`src/hw/rtl/ssym_pkg.sv`:
```
// ----------------------------------------------------------------------------
// ssym_pkg
// Shared codes for the scoped symbol table: operation, status and control
// state encodings.
// ----------------------------------------------------------------------------
package ssym_pkg;

  typedef enum logic [1:0] {
    MODE_PUSH   = 2'd0,
    MODE_INSERT = 2'd1,
    MODE_POP    = 2'd2,
    MODE_FIND   = 2'd3
  } mode_e;

  typedef enum logic [2:0] {
    ST_OK          = 3'd0,
    ST_NO_LEVEL    = 3'd1,
    ST_LEVEL_FULL  = 3'd2,
    ST_TABLE_FULL  = 3'd3,
    ST_POP_EMPTY   = 3'd4
  } status_e;

  typedef enum logic [1:0] {
    CTRL_IDLE = 2'd0,
    CTRL_SCAN = 2'd1,
    CTRL_DONE = 2'd2
  } ctrl_state_e;

  localparam int unsigned ModeW   = 2;
  localparam int unsigned IdW     = 32;
  localparam int unsigned StatusW = 3;
  localparam int unsigned OutLvlW = 4;
  localparam int unsigned DepthW  = 5;

endpackage

```
`src/hw/rtl/ssym_cell.sv`:
```
// ----------------------------------------------------------------------------
// ssym_cell
// One entry of the symbol table. Holds key, owning level and valid bit, and
// updates the search token as it passes through on its way down the chain.
// ----------------------------------------------------------------------------
module ssym_cell #(
  parameter int unsigned KeyW    = 32,
  parameter int unsigned LevelW  = 4,
  parameter int unsigned IdxW    = 6,
  parameter int unsigned CellIdx = 0
) (
  input  logic clk_i,
  input  logic rst_ni,
  input  logic [KeyW+LevelW+IdxW+LevelW+ssym_pkg::ModeW+5-1:0] tok_i,
  output logic [KeyW+LevelW+IdxW+LevelW+ssym_pkg::ModeW+5-1:0] tok_o,
  input  logic [IdxW+KeyW+LevelW:0] wr_i
);

  typedef struct packed {
    logic                  active;
    ssym_pkg::mode_e       mode;
    logic                  scope_ok;
    logic [KeyW-1:0]       key;
    logic [LevelW-1:0]     top;
    logic                  hit_top;
    logic                  outer_hit;
    logic [LevelW-1:0]     outer_level;
    logic                  free_found;
    logic [IdxW-1:0]       free_idx;
  } tok_t;

  typedef struct packed {
    logic              en;
    logic [IdxW-1:0]   idx;
    logic [KeyW-1:0]   key;
    logic [LevelW-1:0] level;
  } wr_t;

  tok_t              tok_in, tok_d, tok_q;
  wr_t               wr;
  logic              valid_d, valid_q;
  logic [KeyW-1:0]   key_q;
  logic [LevelW-1:0] level_q;
  logic              key_match, searching, wr_sel;

  assign tok_in = tok_i;
  assign wr     = wr_i;
  assign tok_o  = tok_q;
  assign wr_sel = wr.en && (wr.idx == IdxW'(CellIdx));

  always_comb begin
    tok_d     = tok_in;
    valid_d   = valid_q;
    key_match = valid_q && (key_q == tok_in.key);
    searching = tok_in.active && tok_in.scope_ok &&
                ((tok_in.mode == ssym_pkg::MODE_INSERT) ||
                 (tok_in.mode == ssym_pkg::MODE_FIND));
    if (searching) begin
      if (key_match && (level_q == tok_in.top)) begin
        tok_d.hit_top = 1'b1;
      end
      // nearest outer level wins: keep the highest level below the top
      if (key_match && (level_q < tok_in.top) &&
          (!tok_in.outer_hit || (level_q > tok_in.outer_level))) begin
        tok_d.outer_hit   = 1'b1;
        tok_d.outer_level = level_q;
      end
      if (!valid_q && !tok_in.free_found) begin
        tok_d.free_found = 1'b1;
        tok_d.free_idx   = IdxW'(CellIdx);
      end
    end
    if (tok_in.active && tok_in.scope_ok && (tok_in.mode == ssym_pkg::MODE_POP) &&
        valid_q && (level_q == tok_in.top)) begin
      valid_d = 1'b0;
    end
    if (wr_sel) begin
      valid_d = 1'b1;
    end
  end

  always_ff @(posedge clk_i or negedge rst_ni) begin
    if (!rst_ni) begin
      valid_q <= 1'b0;
      tok_q   <= '0;
    end else begin
      valid_q <= valid_d;
      tok_q   <= tok_d;
    end
  end

  always_ff @(posedge clk_i) begin
    if (wr_sel) begin
      key_q   <= wr.key;
      level_q <= wr.level;
    end
  end

endmodule

```
`config.mk`:
```
export PLATFORM = sky130hd
export DESIGN_NAME = ssym_cell
export DESIGN_NICKNAME = d
export VERILOG_FILES = /design/src/hw/rtl/ssym_pkg.sv /design/src/hw/rtl/ssym_cell.sv
export SDC_FILE = /design/constraint.sdc
export NUM_CORES = 1
export LEC_CHECK = 0
export BUFFER_PORTS_ARGS = -buffer_cell sky130_fd_sc_hd__buf_4
export CAP_MARGIN = 20
export CORE_ASPECT_RATIO = 0.75
export CORE_UTILIZATION = 49
export DETAILED_ROUTE_END_ITERATION = 7
export PLACE_DENSITY_LB_ADDON = 0.05
export SYNTH_ARGS = -nofsm -noshare
export SYNTH_HDL_FRONTEND = slang
export SYNTH_SLANG_ARGS = --single-unit
```
`constraint.sdc`:
```
create_clock -name clk_i -period 4.1 [get_ports clk_i]
set_input_delay 0 -clock clk_i [delete_from_list [all_inputs] [get_ports clk_i]]
set_output_delay 0 -clock clk_i [all_outputs]
set_load 0.005 [all_outputs]
```
==> impl_metrics.tcl <==
set metrics [dict create \
    status "finished, final reports clean" \
    cts_buffer_depth 2 \
    layout-drive-gt1-share 0.385 \
    cap_violations 0 \
    fin_nets 542 \
    regToRegSetupSlack_ps 1480 \
    setup_ws_ps 1480 \
    tightest_slew_ps 701 \
    leakage_nw 2.44 \
    dieArea_um2 6800 \
    grt_pass1_vias 2918 \
    fin_skew_ps 13.4 \
    setup_viol 0 \
    slowest_delay_ps 490 \
    finalCritPeriodShare 0.639 \
    path_class "register to register" \
    mostFrequentLayoutCell "buf_4" \
    r2r-end "tok_o[9]$_DFF_PN0_" \
    place_area_um2 4420 \
    final_cell_mix "151 x buf_4, 90 x dlygate4sd3_1, 54 x dfrtp_1" \
    core_area_um2 6040 \
    crit_chain "xor2_1 > or4_1 > nor4_2 > nand4_1 > a311oi_4 > mux2_1" \
    wl_per_cell_um 19.6 \
    fmax_mhz 382 \
    drtIter0Drc 132 \
    totalPowerFinal_mw 1.84 \
    fin_util 0.914 \
    crit_buf_inv 0 \
    htree_levels 3 \
    finalCriticalPeriod_ps 2620 \
    port_buffers 150 \
    syn_inst 184 \
    arrival_ps 2840 \
    power_switching_mw 0.425 \
    grt_max_degree 55 \
    drcViolationCount 0 \
    num_rows 24 \
    netlist_area_um2 3170 \
    syn-mean-instance-area_um2 17.2 \
    grt_use_total 0.323 \
    gp_congestion 0.752 \
    ys_seq_area_frac 0.767 \
    cpMaxStageDelayCell "or4_1" \
    critPathRequiredTime_ps 4320 \
    yosys-top-cells-area "dfrtp_1 43%, edfxtp_1 34%, xnor2_1 6.9%, ha_1 3.2%, xor2_1 1.9%" \
    switching_share 0.231 \
    vias 2588 \
    hold_viol 0 \
    synth_cell_types 28 \
    hold_path.class "input pin to asynchronous set/reset pin" \
    chipHeight_um 71.7 \
    r2r_cells 6 \
    postRouteAntennaNets 0 \
    dr.pass1.iters 5 \
    cp-endpoint "tok_o[9]$_DFF_PN0_" \
    worst-path-stages 6 \
    instances_no_fill 519 \
    start_kind "register" \
    final_area_um2 5520 \
    clock_sinks 90 \
    grt_pass1_wl_um 15500 \
    antenna_found_initial 0 \
    tns_ps 0 \
    dpl.cell_count 413 \
    p_seq_frac 0.534 \
    syn_nets 290 \
    io_pins 151 \
    final_max_slew_viol_count 0 \
    ys_ff_latch 90 \
    slew_headroom 0.533 \
    vias_per_cell 4.99 \
    post_cts_buffers 0 \
    hold_ws_ps 228 \
    globalRouteMet3Util 0.0955 \
    p_clk_frac 0.322 \
    yosys.area.top_type "dfrtp_1" \
    synth_warnings 0 \
    cp_top_family "simple AND/OR/NAND/NOR gates" \
    clock_latency_ps 350 \
    initial_core_util 0.525 \
    cts_tree "done" \
    yosys.area.top_type_share 0.426 \
    crit_start "key_q[24]$_DFFE_PP_" \
    gr-usage-met2 0.604 \
    n_antenna_cell 0 \
    busiest_layer "met2" \
    drt-total-wl_um 10200 \
    preCtsSetupSlack_ps 1600 \
    grt_overflow_total 0 \
    pwr_density_cell_nw_per_um2 334 \
    grtUsageMet1 0.347 \
    hpwl_um 4850 \
    pwr-share-comb 0.144 \
    ir_worst_vdd_mv 0.323 \
    rsz0062_at_grt "no" \
    areaGrowthSynthToFinish_pct 73.9 \
    internal_power_mw 1.41 \
    clk_pin_slew_ps 90 \
    fp.dieW_um 94.9 \
    r2r-start "key_q[24]$_DFFE_PP_" \
    end_kind "register" \
    numCtsBuffers 9 \
    root_buffer "clkbuf_8" \
    cp_max_fo 4 \
]
## synth_stat cells
cell type  number
nand3_1         2
o31ai_1         2
ha_1            8
edfxtp_1       36
and3_1          2
xor2_1          7
a311oi_4        1
dfrtp_1        54
nor4_1          2
nor2b_1         6
or2b_1          1
mux2_1          4
or4b_2          1
o21a_1          1
o21bai_1        1
xnor2_1        25
nor4_2          1
o21ai_0         1
nor2_1          1
nand2b_1        2
nor3_1          2
inv_1           9
a21oi_1         3
nand4_1         7
nand2_1         2
or4_1           1
nor3b_1         1
nand4b_1        1
## how the worst min path moves through the flow
stage                   from             endpoint  slack [ps]  depth (start not counted)
floorplan             rst_ni   tok_o[0]$_DFF_PN0_        -300                          0
finish                rst_ni  tok_o[37]$_DFF_PN0_         230                          2
global route        wr_i[37]  key_q[12]$_DFFE_PP_         280                          3
detailed placement    rst_ni  tok_o[43]$_DFF_PN0_          90                          1
global placement      rst_ni  tok_o[23]$_DFF_PN0_          80                          1
CTS                   rst_ni  tok_o[43]$_DFF_PN0_         250                          2
## layout make-up
type | count | area (um^2)
Fill cell | 219 | 520
Clock inverter | 4 | 30.0
Multi-Input combinational cell | 85 | 721
Clock buffer | 12 | 166
Timing Repair Buffer | 241 | 2030
Tap cell | 78 | 97.6
Sequential cell | 90 | 2430
Inverter | 9 | 33.8
## power groups by stage
stage | clock network (mW) | logic [mW] | registers, mW
CTS | 0.592 | 0.249 | 0.978
floorplan | 0 | 0.0336 | 1.00
global placement | 0 | 0.175 | 0.997
global route | 0.637 | 0.282 | 0.985
detailed placement | 0 | 0.179 | 0.997
finish | 0.592 | 0.265 | 0.982
## timing repair
action	CTS	global route
hold buffers	90	0
endpoints found under the hold margin	144	0
gates resized for setup	0	0
## layer usage
| layer | routed length [um] | vias to the layer above |
|---|---|---|
| li1 | - | 1148 |
| met1 | 3590 | 1269 |
| met2 | 5510 | 147 |
| met3 | 834 | 24 |
| met4 | 262 | 0 |
| met5 | 0 | - |
## state kept, by name (all words and copies together) (netlist names)
| register | cells |
|---|---|
| valid_q | 1 |
| level_q | 4 |
| tok_o | 53 |
| key_q | 32 |
## cells by family after synthesis
| family | count (synthesis) | share of synthesized area |
|---|---|---|
| compound gates | 9 | 0.0241 |
| xor+xnor | 32 | 0.0884 |
| fa+ha+maj | 8 | 0.0316 |
| buf+inv | 9 | 0.0107 |
| flops | 90 | 0.767 |
| mux | 4 | 0.0142 |
| simple gates | 32 | 0.0643 |
Note: power is estimated with default switching activity, not from simulation.
